--- config.mk ---
export PLATFORM = sky130hd
export DESIGN_NAME = stf_div
export DESIGN_NICKNAME = d
export VERILOG_FILES = /design/src/similarity_transform_fit_macros.svh /design/src/stf_pkg.sv /design/src/stf_div.sv
export SDC_FILE = /design/constraint.sdc
export NUM_CORES = 1
export LEC_CHECK = 0
export BUFFER_PORTS_ARGS = -buffer_cell sky130_fd_sc_hd__buf_2
export CORE_MARGIN = 1
export CORE_UTILIZATION = 55
export CTS_CLUSTER_DIAMETER = 50
export DETAILED_ROUTE_END_ITERATION = 10
export GPL_ROUTABILITY_DRIVEN = 0
export GPL_TIMING_DRIVEN = 0
export MAX_ROUTING_LAYER = met4
export PLACE_DENSITY = 0.79
export SKIP_LAST_GASP = 1
export SLEW_MARGIN = 20
export SYNTH_ARGS = -nofsm -noshare
export SYNTH_HDL_FRONTEND = slang
export SYNTH_SLANG_ARGS = --single-unit
export TNS_END_PERCENT = 1
--- constraint.sdc ---
create_clock -name clk -period 17.1 [get_ports clk]
set_input_delay 2.565 -clock clk [delete_from_list [all_inputs] [get_ports clk]]
set_output_delay 2.565 -clock clk [all_outputs]
set_load 0.01 [all_outputs]
--- src/similarity_transform_fit_macros.svh ---
// Assertion helpers used by the similarity fit RTL.
// Each macro expects clk and arst_n in scope.
`ifndef SIMILARITY_TRANSFORM_FIT_MACROS_SVH
`define SIMILARITY_TRANSFORM_FIT_MACROS_SVH

// Same-cycle implication.
`define STF_ASSERT_NOW(lbl, ante, cons, msg) \
	lbl: assert property (@(posedge clk) disable iff (!arst_n) (ante) |-> (cons)) \
		else $error(msg);

// Next-cycle implication.
`define STF_ASSERT_NEXT(lbl, ante, cons, msg) \
	lbl: assert property (@(posedge clk) disable iff (!arst_n) (ante) |=> (cons)) \
		else $error(msg);

`endif

--- src/stf_pkg.sv ---
package stf_pkg;

	localparam int MAX_POINTS_DEF = 128;

	localparam int COORD_W = 24;
	localparam int SUM_W   = 32;
	localparam int MOM_W   = 56;
	localparam int WIDE_W  = 64;
	localparam int RES_W   = 32;
	localparam int OPND_W  = 33;
	localparam int PROD_W  = 66;
	localparam int PC_W    = 5;

	// fit status codes
	localparam logic [1:0] FIT_OK       = 2'd0;
	localparam logic [1:0] FIT_SINGULAR = 2'd1;
	localparam logic [1:0] FIT_OVERFLOW = 2'd2;

	// first micro-op of each program
	localparam logic [PC_W-1:0] PC_ACC   = 5'd0;
	localparam logic [PC_W-1:0] PC_SOLVE = 5'd9;
	localparam logic [PC_W-1:0] PC_TRAN  = 5'd24;

	// multiplier A operand sources
	localparam logic [3:0] A_SX = 4'd0;
	localparam logic [3:0] A_SY = 4'd1;
	localparam logic [3:0] A_TX = 4'd2;
	localparam logic [3:0] A_TY = 4'd3;
	localparam logic [3:0] A_W  = 4'd4;
	localparam logic [3:0] A_X1 = 4'd5;
	localparam logic [3:0] A_Y1 = 4'd6;
	localparam logic [3:0] A_X2 = 4'd7;
	localparam logic [3:0] A_Y2 = 4'd8;
	localparam logic [3:0] A_CA = 4'd9;
	localparam logic [3:0] A_CB = 4'd10;

	// multiplier B operand sources
	localparam logic [3:0] B_SX   = 4'd0;
	localparam logic [3:0] B_SY   = 4'd1;
	localparam logic [3:0] B_ZLO  = 4'd2;
	localparam logic [3:0] B_ZHI  = 4'd3;
	localparam logic [3:0] B_C1LO = 4'd4;
	localparam logic [3:0] B_C1HI = 4'd5;
	localparam logic [3:0] B_C2LO = 4'd6;
	localparam logic [3:0] B_C2HI = 4'd7;
	localparam logic [3:0] B_X2   = 4'd8;
	localparam logic [3:0] B_Y2   = 4'd9;
	localparam logic [3:0] B_K16  = 4'd10;

	// accumulator write-back targets
	localparam logic [2:0] D_NORM  = 3'd0;
	localparam logic [2:0] D_DOT   = 3'd1;
	localparam logic [2:0] D_CROSS = 3'd2;
	localparam logic [2:0] D_DEN   = 3'd3;
	localparam logic [2:0] D_NA    = 3'd4;
	localparam logic [2:0] D_NB    = 3'd5;

	typedef struct packed {
		logic [3:0] a_sel;
		logic [3:0] b_sel;
		logic       first;  // start accumulator from the product
		logic       sh;     // product weighted by 2^28
		logic       neg;    // subtract the product
		logic       wr;     // write accumulator back, no product
		logic [2:0] dest;
		logic       stop;   // last micro-op of the program
	} mac_op_t;

	typedef struct packed {
		logic start;
		logic frac;   // 16 fraction bits in the quotient
	} div_ctl_t;

	function automatic mac_op_t mul_op(input logic [3:0] a, input logic [3:0] b,
			input logic first, input logic sh, input logic neg);
		mac_op_t op;
		op = '0;
		op.a_sel = a;
		op.b_sel = b;
		op.first = first;
		op.sh    = sh;
		op.neg   = neg;
		return op;
	endfunction

	function automatic mac_op_t wr_op(input logic [2:0] dest, input logic stop);
		mac_op_t op;
		op = '0;
		op.wr   = 1'b1;
		op.dest = dest;
		op.stop = stop;
		return op;
	endfunction

	// micro-op programs: per-pair moments, normal equations, translation numerators
	function automatic mac_op_t op_rom(input logic [PC_W-1:0] pc);
		mac_op_t op;
		unique case (pc)
			5'd0:  op = mul_op(A_SX, B_SX,   1'b1, 1'b0, 1'b0);
			5'd1:  op = mul_op(A_SY, B_SY,   1'b0, 1'b0, 1'b0);
			5'd2:  op = wr_op(D_NORM, 1'b0);
			5'd3:  op = mul_op(A_TX, B_SX,   1'b1, 1'b0, 1'b0);
			5'd4:  op = mul_op(A_TY, B_SY,   1'b0, 1'b0, 1'b0);
			5'd5:  op = wr_op(D_DOT, 1'b0);
			5'd6:  op = mul_op(A_TY, B_SX,   1'b1, 1'b0, 1'b0);
			5'd7:  op = mul_op(A_TX, B_SY,   1'b0, 1'b0, 1'b1);
			5'd8:  op = wr_op(D_CROSS, 1'b1);
			5'd9:  op = mul_op(A_W,  B_ZLO,  1'b1, 1'b0, 1'b0);
			5'd10: op = mul_op(A_W,  B_ZHI,  1'b0, 1'b1, 1'b0);
			5'd11: op = mul_op(A_X2, B_X2,   1'b0, 1'b0, 1'b1);
			5'd12: op = mul_op(A_Y2, B_Y2,   1'b0, 1'b0, 1'b1);
			5'd13: op = wr_op(D_DEN, 1'b0);
			5'd14: op = mul_op(A_W,  B_C1LO, 1'b1, 1'b0, 1'b0);
			5'd15: op = mul_op(A_W,  B_C1HI, 1'b0, 1'b1, 1'b0);
			5'd16: op = mul_op(A_X1, B_X2,   1'b0, 1'b0, 1'b1);
			5'd17: op = mul_op(A_Y1, B_Y2,   1'b0, 1'b0, 1'b1);
			5'd18: op = wr_op(D_NA, 1'b0);
			5'd19: op = mul_op(A_W,  B_C2LO, 1'b1, 1'b0, 1'b0);
			5'd20: op = mul_op(A_W,  B_C2HI, 1'b0, 1'b1, 1'b0);
			5'd21: op = mul_op(A_Y1, B_X2,   1'b0, 1'b0, 1'b1);
			5'd22: op = mul_op(A_X1, B_Y2,   1'b0, 1'b0, 1'b0);
			5'd23: op = wr_op(D_NB, 1'b1);
			5'd24: op = mul_op(A_X1, B_K16,  1'b1, 1'b0, 1'b0);
			5'd25: op = mul_op(A_CA, B_X2,   1'b0, 1'b0, 1'b1);
			5'd26: op = mul_op(A_CB, B_Y2,   1'b0, 1'b0, 1'b0);
			5'd27: op = wr_op(D_NA, 1'b0);
			5'd28: op = mul_op(A_Y1, B_K16,  1'b1, 1'b0, 1'b0);
			5'd29: op = mul_op(A_CB, B_X2,   1'b0, 1'b0, 1'b1);
			5'd30: op = mul_op(A_CA, B_Y2,   1'b0, 1'b0, 1'b1);
			5'd31: op = wr_op(D_NB, 1'b1);
			default: op = '0;
		endcase
		return op;
	endfunction

endpackage

--- src/stf_div.sv ---
module stf_div (
	input  logic                    clk,
	input  logic                    arst_n,
	input  stf_pkg::div_ctl_t       ctl,
	input  logic signed [63:0]      num,
	input  logic [63:0]             den,
	output logic                    busy,
	output logic                    done,
	output logic signed [31:0]      quo
);
	import stf_pkg::*;

	localparam int DVD_W = WIDE_W + 16;
	localparam int CNT_W = $clog2(DVD_W);

	logic               busy_q, fin_q, done_q;
	logic [CNT_W-1:0]   cnt_q;
	logic [DVD_W-1:0]   dvd_q;
	logic [WIDE_W:0]    rem_q;
	logic [33:0]        quo_q;
	logic               sticky_q, neg_q;
	logic [WIDE_W-1:0]  den_q;
	logic signed [31:0] res_q;

	logic [WIDE_W-1:0]  mag;
	logic [WIDE_W:0]    rem_sh;
	logic               ge;
	logic               up;
	logic [34:0]        qr;
	logic signed [31:0] res_d;

	always_comb begin
		mag    = num[63] ? WIDE_W'(-num) : WIDE_W'(num);
		rem_sh = {rem_q[WIDE_W-1:0], dvd_q[DVD_W-1]};
		ge     = rem_sh >= {1'b0, den_q};
		up     = {rem_q, 1'b0} >= {2'b00, den_q};
		qr     = 35'(quo_q) + 35'(up);
		if (neg_q) begin
			if (sticky_q || qr >= 35'h080000000)
				res_d = 32'sh80000000;
			else
				res_d = -$signed(qr[31:0]);
		end else begin
			if (sticky_q || qr > 35'h07FFFFFFF)
				res_d = 32'sh7FFFFFFF;
			else
				res_d = $signed(qr[31:0]);
		end
	end

	always_ff @(posedge clk or negedge arst_n) begin
		if (!arst_n) begin
			busy_q <= 1'b0;
			fin_q  <= 1'b0;
			done_q <= 1'b0;
			cnt_q  <= '0;
		end else begin
			done_q <= 1'b0;
			if (ctl.start && !busy_q && !fin_q) begin
				busy_q <= 1'b1;
				cnt_q  <= '0;
			end else if (busy_q) begin
				cnt_q <= cnt_q + 1'b1;
				if (cnt_q == CNT_W'(DVD_W - 1)) begin
					busy_q <= 1'b0;
					fin_q  <= 1'b1;
				end
			end else if (fin_q) begin
				fin_q  <= 1'b0;
				done_q <= 1'b1;
			end
		end
	end

	// restoring long division, one quotient bit a cycle
	always_ff @(posedge clk) begin
		if (ctl.start && !busy_q && !fin_q) begin
			dvd_q    <= ctl.frac ? {mag, 16'h0000} : {16'h0000, mag};
			rem_q    <= '0;
			quo_q    <= '0;
			sticky_q <= 1'b0;
			neg_q    <= num[63];
			den_q    <= den;
		end else if (busy_q) begin
			rem_q    <= ge ? rem_sh - {1'b0, den_q} : rem_sh;
			quo_q    <= {quo_q[32:0], ge};
			sticky_q <= sticky_q | quo_q[33];
			dvd_q    <= dvd_q << 1;
		end
		if (fin_q)
			res_q <= res_d;
	end

	assign busy = busy_q | fin_q;
	assign done = done_q;
	assign quo  = res_q;

endmodule

-- Yosys cells after proc, flatten, opt, wreduce, memory -nomap -nowiden
Index checks and enable logic that the tools add are counted.
- add/sub/neg operators: 5
- $lt $le $gt $ge: 4
- equal/unequal tests: 2
- multiplexer cells: 18
- bitwise operators: 3
- reduce and logical (&&, ||, !) cells: 8
- operator list (kind ; count):
    $mux W80 ; 3
    $mux W32 ; 3
    $ge A66 B64 Y1 ; 1
    $ge A65 B64 Y1 ; 1
    $mux W65 ; 1
    $sub A65 B64 Y65 ; 1
    $mux W64 ; 1
    $neg A64 Y64 ; 1
    $add A34 B1 Y35 ; 1
    $ge A35 B32 Y1 const B ; 1
    $gt A35 B31 Y1 const B ; 1
    $neg A32 Y32 ; 1
    $mux W7 ; 2
    $mux W1 ; 8
    $add A7 B1 Y7 const B ; 1
    $eq A7 B7 Y1 const B ; 1
    $logic_and A1 B1 Y1 ; 2
    $logic_not A1 Y1 ; 2
    $logic_or A1 B1 Y1 ; 2
    $ne A2 B1 Y1 const B ; 1
    $or A1 B1 Y1 ; 2
    $reduce_and A2 Y1 ; 1
    $reduce_bool A2 Y1 ; 1
    $not A1 Y1 ; 1
- bits in registers: 287
- output and inout bits: 34
- word-level logic and storage cells: 51

-- Logic depth before layout (Yosys ltp)
Gate-level depths: netlist (run 1).
- depth in word-level cells: 6
- mapped depth: 27
- depth with buffers taken out: 23

-- Worst setup path after synthesis (run 1)
Ideal clock, no wire load.
- path type: register -> register
- from: reg den_q[10]
- to: reg res_q[16] (netlist: quo[16]) (data pin)
- setup time: 146 ps
- arrival: 5442 ps
- setup slack: 11512 ps
- stages on the path, launching flop included: 28
- path buffers: 4
- period minus slack after synthesis: 5588 ps
- cells stage by stage: edfxtp_1 > inv_1 > ha_1 > clkbuf_1 > nand4_1 > o21ai_0 > o22a_1 > a21o_1 > a21oi_1 > o21ai_0 > a21oi_1 > o31a_1 > o31ai_1 > ha_1 > ha_1 > and3_1 > clkbuf_1 > nand3_1 > or4_1 > clkbuf_1 > nor2_1 > xnor2_1 > or4b_4 > o31ai_4 > nor2_2 > buf_2 > a41o_1 > a21oi_1
- longest elaborated chain between the ends: 6
- elaborated cells on any way between the ends: 10
- classes of those cells: add/sub (2); order compare (3); mux (3); reduce/logical (2)
- RTL lines (item ; RTL line ; source):
    start, declared ; stf_div.sv:22 ; logic [WIDE_W-1:0] den_q;
    start signal, assigned ; stf_div.sv:83 ; den_q <= den;
    $ge A66 B64 Y1 (*) ; stf_div.sv:36 ; up = {rem_q, 1'b0} >= {2'b00, den_q};
    $add A34 B1 Y35 (*) ; stf_div.sv:37 ; qr = 35'(quo_q) + 35'(up);
    $gt A35 B31 Y1 / $ge A35 B32 Y1 (equally long branches) ; stf_div.sv:44, stf_div.sv:39 ;
    $logic_or A1 B1 Y1 (on tied branches) ; stf_div.sv:44, stf_div.sv:39 ;
    $mux W32 (on tied branches) ; stf_div.sv:44, stf_div.sv:39 ;
    $mux W32 (*) ; stf_div.sv:38 ; if (neg_q) begin
    via res_d[16] ; stf_div.sv:30 ; logic signed [31:0] res_d;
    end signal, assigned ; stf_div.sv:91 ; res_q <= res_d;
    end, declared ; stf_div.sv:23 ; logic signed [31:0] res_q;
The timed path passes the listed nets; every way through them passes the cells marked *.
A chain may end at the register's enable or synchronous reset.

-- Final worst setup path (run 1)
- from: reg den_q[11]
- to: reg res_q[17] (netlist: quo[17]) (data pin)
The elaborated chain is that of the path after synthesis.

==> metrics.md, run 1 <==
| Metric | Value |
|---|---|
| Die height | `about 190 um` |
| TritonCTS clock tree | `built` |
| Post-CTS setup buffer count | `0` |
| Relative slew slack | `28.6%` |
| Final clock skew | `around 0.029 ns` |
| Seq/Total Area, Yosys | `around two fifths` |
| DR vias | `around 17000` |
| FFs w/ async S/R, synth | `roughly 3.5%` |
| First-pass GRT wire length | `roughly 81000 um` |
| Buffers on Ports | `165` |
| Syn nets | `2316` |
| Placed insts | `between 2000 and 3000` |
| Post-Layout Cell Count | `around 2800` |
| CTS resizes | `0` |
| Synth warn | `0` |
| Critical path endpoint category | `flip-flop` |
| Core box area | `around 0.033 mm^2` |
| H-tree Lvls | `2` |
| Post-synth top area cell | `edfxtp_1` |
| Post-synth top flop | `edfxtp_1` |
| Mapped Area | `approximately 0.019 mm^2` |
| Later-pin clock latency in the skew report | `between 0.5 and 0.6 ns` |
| Min Tclk post-route | `roughly 7.3 ns` |
| WS Path Type | `reg2reg` |
| Initial cell density of the core | `a little under three fifths` |
| Final setup viols | `0` |
| Pin count of the biggest net entering global routing | `47` |
| Post-route antenna net violation count | `0` |
| Layout Nets | `roughly 2500` |
| PwrDens | `73.8 mW/mm^2` |
| Syn avg cell area | `8.78 um^2` |
| CP top delay family | `compound AO/OA/AOI/OAI gates` |
| Post-Syn Instances | `2113` |
| Outcome | `complete, no violations` |
| Hold WC Path Type | `reg2reg` |
| CP Data Arrival Time | `around 7.6 ns` |
| Top-count cell post-synth | `nand2_1` |
| Row cnt | `66` |
| Final hold vios | `0` |
| Hold buffers post-CTS | `0` |
| Layout cells sized above 1 | `around an eighth` |
| RSZ-0062 raised after global routing | `no` |
| Register bit count reported by yosys | `approximately 290` |
| GRT overflow | `0` |
| Yosys cell types | `just under 80` |
| Slowest cell on the critical path | `o31ai_1` |
| Clk slew on worst S/H paths | `roughly 0.060 ns` |
| DR pass1 iterations | `6` |
| Worst Tran Pin Value | `between 1 and 1.5 ns` |
| Deepest clock path buffer count | `3` |
| Max cap viols | `0` |
| Tcrit/Tclk final | `42.6%` |
| FMAX | `roughly 0.14 GHz` |
| Top post-synthesis cells by area | `edfxtp_1 (29%), dfxtp_1 (11%), nand2_1 (6.4%)` |
| Setup_tns | `0 ns` |
| Clk sink count | `around 290` |
| Full die area | `around 0.034 mm^2` |
| Crit path buf inv count | `3` |
| Area growth syn-to-layout | `14.3%` |
| Area post-placement | `0.0200 mm^2` |
| Remaining DRCs | `0` |
| Startpoint types | `flip-flop` |
| DIE WIDTH | `~190 um` |
| N_diodes | `0` |
| Pleak | `8.77 nW` |
| Pins Over Slew Limit | `0` |
| Drt initial violations | `between 1500 and 2000` |
| GRT Total Usage | `between 20 and 30%` |
| Root Buffer | `clkbuf_16` |
| Vias in the first global route | `15938` |
| Critical-path maximum fanout | `10` |
| I/O pins | `about 170` |
| Via-per-instance ratio | `approximately 6.2` |
| CP max stage delay | `about 0.59 ns` |
| VDD IR max | `about 0.068 mV` |
| Detail Placement HPWL | `between 30000 and 40000 um` |
| Total Wirelength | `between 50000 and 60000 um` |
| Non-Filler Cell Area, Final | `around 0.021 mm^2` |
| Post-synth EDFFs | `around 180` |
| WL per Instance | `about 18 um` |
| Critical Path RT | `approximately 17 ns` |
| Yosys top cell area share | `between 20 and 30%` |
| Initial antenna violation count | `0` |
| TritonCTS buffer count | `36` |
| Post-synth top cells | `nand2_1 (314), o21ai_0 (189), edfxtp_1 (177)` |
report_power, final:
group	leakage, nW	internal [mW]	switching (mW)
clock	0.590	0.449	0.322
sequential	2.69	0.729	0
combinational	5.50	0.0258	0.0386
total	8.77	1.20	0.360
metal layers:
layer	vias up	global-route usage (%)	wire length, um
met4	0	10.0	1410
met5	-	-	0
li1	8117	-	-
met2	924	46.0	22400
met3	121	3.99	4300
met1	8032	40.9	22000
path summary, 6_finish.rpt:
path | startpoint | cells after the start | slack, ns | to
max | den_q[11] | 25 | 9.81 | quo[17]
min in group asynchronous | arst_n | 1 | 1.87 | busy_q
max reg2reg | den_q[11] | 25 | 9.81 | quo[17]
min | rem_q[4] | 2 | 0.47 | rem_q[4]
max in group asynchronous | arst_n | 1 | 15.01 | fin_q
min reg2reg | rem_q[4] | 2 | 0.47 | rem_q[4]
logic make-up (layout without fill, tap and decap cells):
kind of cell / after synthesis / after routing / share of synthesized area (%)
AND/OR/NAND/NOR: 654 / 654 / 16.7
AO/OA/AOI/OAI: 621 / 621 / 20.5
flip-flops: 287 / 287 / 40.8
buffers and inverters: 235 / 468 / 4.90
XOR/XNOR: 161 / 161 / 7.60
multiplexers: 84 / 84 / 4.68
adder cells (fa/ha/maj): 71 / 71 / 4.83
sequential cells by signal, summed over array words and instances (netlist names):
| register | flops |
|---|---|
| rem_q | 65 |
| dvd_q | 80 |
| den_q | 64 |
| quo | 32 |
| sticky_q | 1 |
| done | 1 |
| cnt_q | 7 |
| fin_q | 1 |
| busy_q | 1 |
| quo_q | 34 |
| neg_q | 1 |
area by class of cell:
cell class / count / area, um^2
Multi-Input combinational cell: 1591 / 10100
Tap cell: 442 / 553
Sequential cell: 287 / 7570
Buffer: 132 / 526
Timing Repair Buffer: 167 / 873
Inverter: 103 / 389
Fill cell: 2787 / 11700
Clock buffer: 40 / 926
Clock inverter: 26 / 289
per-stage QoR:
| step | power (mW) | worst slack, ns | hold WS [ns] | util [%] |
|---|---|---|---|---|
| after floorplan | 0.774 | 11.51 | 0.440 | - |
| after global placement | 0.804 | 10.08 | 0.454 | 60.6 |
| after detailed placement | 0.806 | 9.97 | 0.463 | 60.8 |
| after CTS | 1.57 | 9.93 | 0.470 | 64.5 |
| after global routing | 1.60 | 9.41 | 0.494 | 64.5 |
| final | 1.56 | 9.81 | 0.470 | 64.5 |
cells in the final DEF (no fill, tap or decap), drive strengths merged, types with 14 or more instances in the layout:
cell type,instances
nor3,40
xnor2,74
a31oi,16
xor2,87
and3,27
ha,70
o31ai,33
a21o,32
clkbuf,150
mux2,21
mux2i,63
nor4,14
o21ai,246
a32oi,20
nand3,44
or3,19
buf,189
or4,15
a21oi,140
o221ai,14
nand2,314
o21a,15
nand4,39
inv,111
dfxtp,100
nor2,83
edfxtp,177
tightest hold or removal path, stage by stage (launching register included):
cell and delay [ns]:
dfxtp_1 0.32, nand2_1 0.05, o21ai_1 0.05
No activity file was read; power rests on OpenSTA's default activity.
==> run 2, diff against run 1 <==
PLACE_DENSITY = 0.82   (was 0.79)
clock period = 6 ns   (was 17.1 ns; I/O delays follow)
==> metrics.md, run 2 (same netlist as run 1, synthesis figures left out) <==
| Metric | Value |
|---|---|
| Outcome | `complete, no violations` |
| Full die area | `0.0345 mm^2 (unchanged)` |
| Critical path endpoint category | `flip-flop` |
| Deepest clock path buffer count | `3 (unchanged)` |
| FF-to-FF End | `quo[16]` |
| Relative slew slack | `26.8% (-1.8 points)` |
| DR vias | `17433 (+1.4%)` |
| CP Data Arrival Time | `6.31 ns (-1.33 ns)` |
| Clk sink count | `287 (unchanged)` |
| Fillers | `2669 (-4.2%)` |
| Overall Power | `4.57 mW (+190%)` |
| Commonest non-fill, non-tap cells in the layout | `nand2_1 (314), o21ai_0 (187), edfxtp_1 (177), buf_2 (174), a21oi_1 (136)` |
| CP max stage delay | `0.55 ns (-0.04 ns)` |
| Tcrit/Tclk final | `99.2% (+57 points)` |
| Pleak | `8.95 nW (+2.0%)` |
| Startpoint types | `flip-flop` |
| Vias in the first global route | `15978 (+0.25%)` |
| Placed insts | `2722 (unchanged)` |
| Final clock skew | `0.0495 ns (+0.0206 ns)` |
| Via-per-instance ratio | `6.24 (+1.1%)` |
| Initial cell density of the core | `56.4% (unchanged)` |
| Later-pin clock latency in the skew report | `0.57 ns (+0.02 ns)` |
| First-pass GRT wire length | `80200 um (-0.45%)` |
| Post-Layout Cell Count | `2795 (+0.25%)` |
| Clk slew on worst S/H paths | `0.06 ns (about the same)` |
| Min Tclk post-route | `5.95 ns (-1.34 ns)` |
| N_diodes | `0 (unchanged)` |
| Worst Setup SP | `den_q[10]` |
| Area growth syn-to-layout | `17.1%` |
| Pin count of the biggest net entering global routing | `55 (+17%)` |
| H-tree Lvls | `2 (unchanged)` |
| FMAX | `0.168 GHz (+22%)` |
| GRT Total Usage | `29.8% (-0.18 points)` |
| I/O pins | `166 (unchanged)` |
| Row cnt | `66 (unchanged)` |
| Layout cells sized above 1 | `15.3% (+2.8 points)` |
| Die height | `186 um (unchanged)` |
| CP Capture Point | `quo[16]` |
| Worst reg2reg path depth | `24 (-4.0%)` |
| TritonCTS buffer count | `39 (+8.3%)` |
| Worst Tran Pin Value | `1.07 ns (+0.00939 ns)` |
| VDD IR max | `0.219 mV (+220%)` |
| Most flop-heavy register | `dvd_q` |
| Final setup viols | `0 (unchanged)` |
| Hold WC Path Type | `in2async` |
| Reg2Reg Setup Slack | `0.05 ns (-9.76 ns)` |
| Buffers on Ports | `165 (unchanged)` |
| Detail Placement HPWL | `37200 um (about the same)` |
| Core box area | `0.0329 mm^2 (unchanged)` |
| TritonCTS clock tree | `built` |
| Remaining DRCs | `0 (unchanged)` |
| GRT overflow | `0 (unchanged)` |
| Critical Path, Cell by Cell | `inv_1 > ha_4 > nand4_1 > o21ai_1 > o22a_1 > a21o_1 > a21oi_1 > o21ai_1 > a21oi_1 > o31a_1 > o31ai_4 > ha_4 > nand4_4 > or3_4 > buf_6 > nor3_4 > xnor2_2 > or4_1 > or4b_4 > o31ai_4 > nor2_2 > buf_6 > a41o_1 > a21oi_1` |
| RR Startpoint | `den_q[10]` |
| Drt initial violations | `1616 (-2.2%)` |
| Slowest cell on the critical path | `or4_1` |
| Max FFs per register | `80 (unchanged)` |
| Critical-path maximum fanout | `10 (unchanged)` |
| Most common cell after layout, fill and taps aside | `nand2_1` |
| Max cap viols | `0 (unchanged)` |
| Hold buffers post-CTS | `0 (unchanged)` |
| DIE WIDTH | `186 um (unchanged)` |
| WL per Instance | `18.2 um (+0.86%)` |
| Post-route antenna net violation count | `0 (unchanged)` |
| Setup_tns | `0 ns (unchanged)` |
| PwrDens | `210 mW/mm^2 (+190%)` |
| Total Wirelength | `50700 um (+1.1%)` |
| Pins Over Slew Limit | `0 (unchanged)` |
| CP dominant cell by count | `a21oi_1` |
| Layout Nets | `2525 (+0.16%)` |
| Root Buffer | `clkbuf_16` |
| Setup ws final | `0.0501 ns (-9.76 ns)` |
| Final hold vios | `0 (unchanged)` |
| DR pass1 iterations | `6 (unchanged)` |
| WS Path Type | `reg2reg` |
| Area post-placement | `0.0200 mm^2 (about the same)` |
| Place WS | `-1.15 ns (-11.12 ns)` |
| Non-Filler Cell Area, Final | `0.0217 mm^2 (+2.5%)` |
| Initial antenna violation count | `0 (unchanged)` |
| Critical Path RT | `6.36 ns (-11.09 ns)` |
| Biggest registers after layout | `dvd_q x80, rem_q x65, den_q x64` |
run 2: cell count changes in the layout (fill, tap and decap cells not counted), sizes merged:
cell / before / now
buf: 189 / 209
clkbuf: 150 / 137
inv: 111 / 114
bufinv: 3 / 2
clkinv: 12 / 11
clkinvlp: 3 / 2
run 2: power by group:
group / switching, mW / internal [mW]
clock network: 0.948 / 1.36
logic: 0.108 / 0.0736
registers: 0 / 2.08
run 2: repair_timing:
item,in CTS,in global routing
buffers inserted,4,16
hold endpoints to repair,0,0
pin swaps,4,20
gates resized for setup,15,58
setup endpoints to repair,32,31
gates cloned,0,0
run 2: worst max-delay path, delay by kind of cell (launching register included):
family,cells,cell delay (ns)
buf+inv,3,0.38
simple gates,7,2.07
compound gates,11,2.34
flops,1,0.34
xor+xnor,1,0.11
fa+ha+maj,2,0.53
run 2: final cells by class:
type	instances	area (um^2)	share of cell area, %
multi-input cells	1591	10400	47.9
flip-flops and latches	287	7570	34.8
clock buffers	46	1040	4.80
repair buffers	187	1030	4.75
well taps	442	553	2.55
plain buffers	113	473	2.18
inverters	103	389	1.79
clock inverters	26	260	1.20
run 2: worst min-delay path by stage:
| stage | startpoint | end | slack [ns] | depth (start not counted) |
|---|---|---|---|---|
| 5_1_grt | arst_n | cnt_q[5] | 0.21 | 1 |
| 3_3_place_gp | rem_q[24] | rem_q[24] | 0.45 | 2 |
| 6_report | arst_n | busy_q | 0.19 | 1 |
| 2_1_floorplan | quo_q[0] | quo_q[0] | 0.44 | 2 |
| 3_5_place_dp | rem_q[4] | rem_q[4] | 0.46 | 2 |
| 4_1_cts | arst_n | busy_q | 0.20 | 1 |
run 2: stage by stage:
stage	util, %	hold slack [ns]
floorplan	-	0.440
global placement	60.6	0.455
detailed placement	60.8	0.462
CTS	65.0	0.201
global route	66.1	0.209
finish	66.1	0.194
run 2: metal layers:
layer	track usage, %	vias up	wire length, um
li1	-	8121	-
met1	40.5	8125	21700
met2	45.4	1014	22400
met3	4.13	173	4890
met4	11.0	0	1820
met5	-	-	0
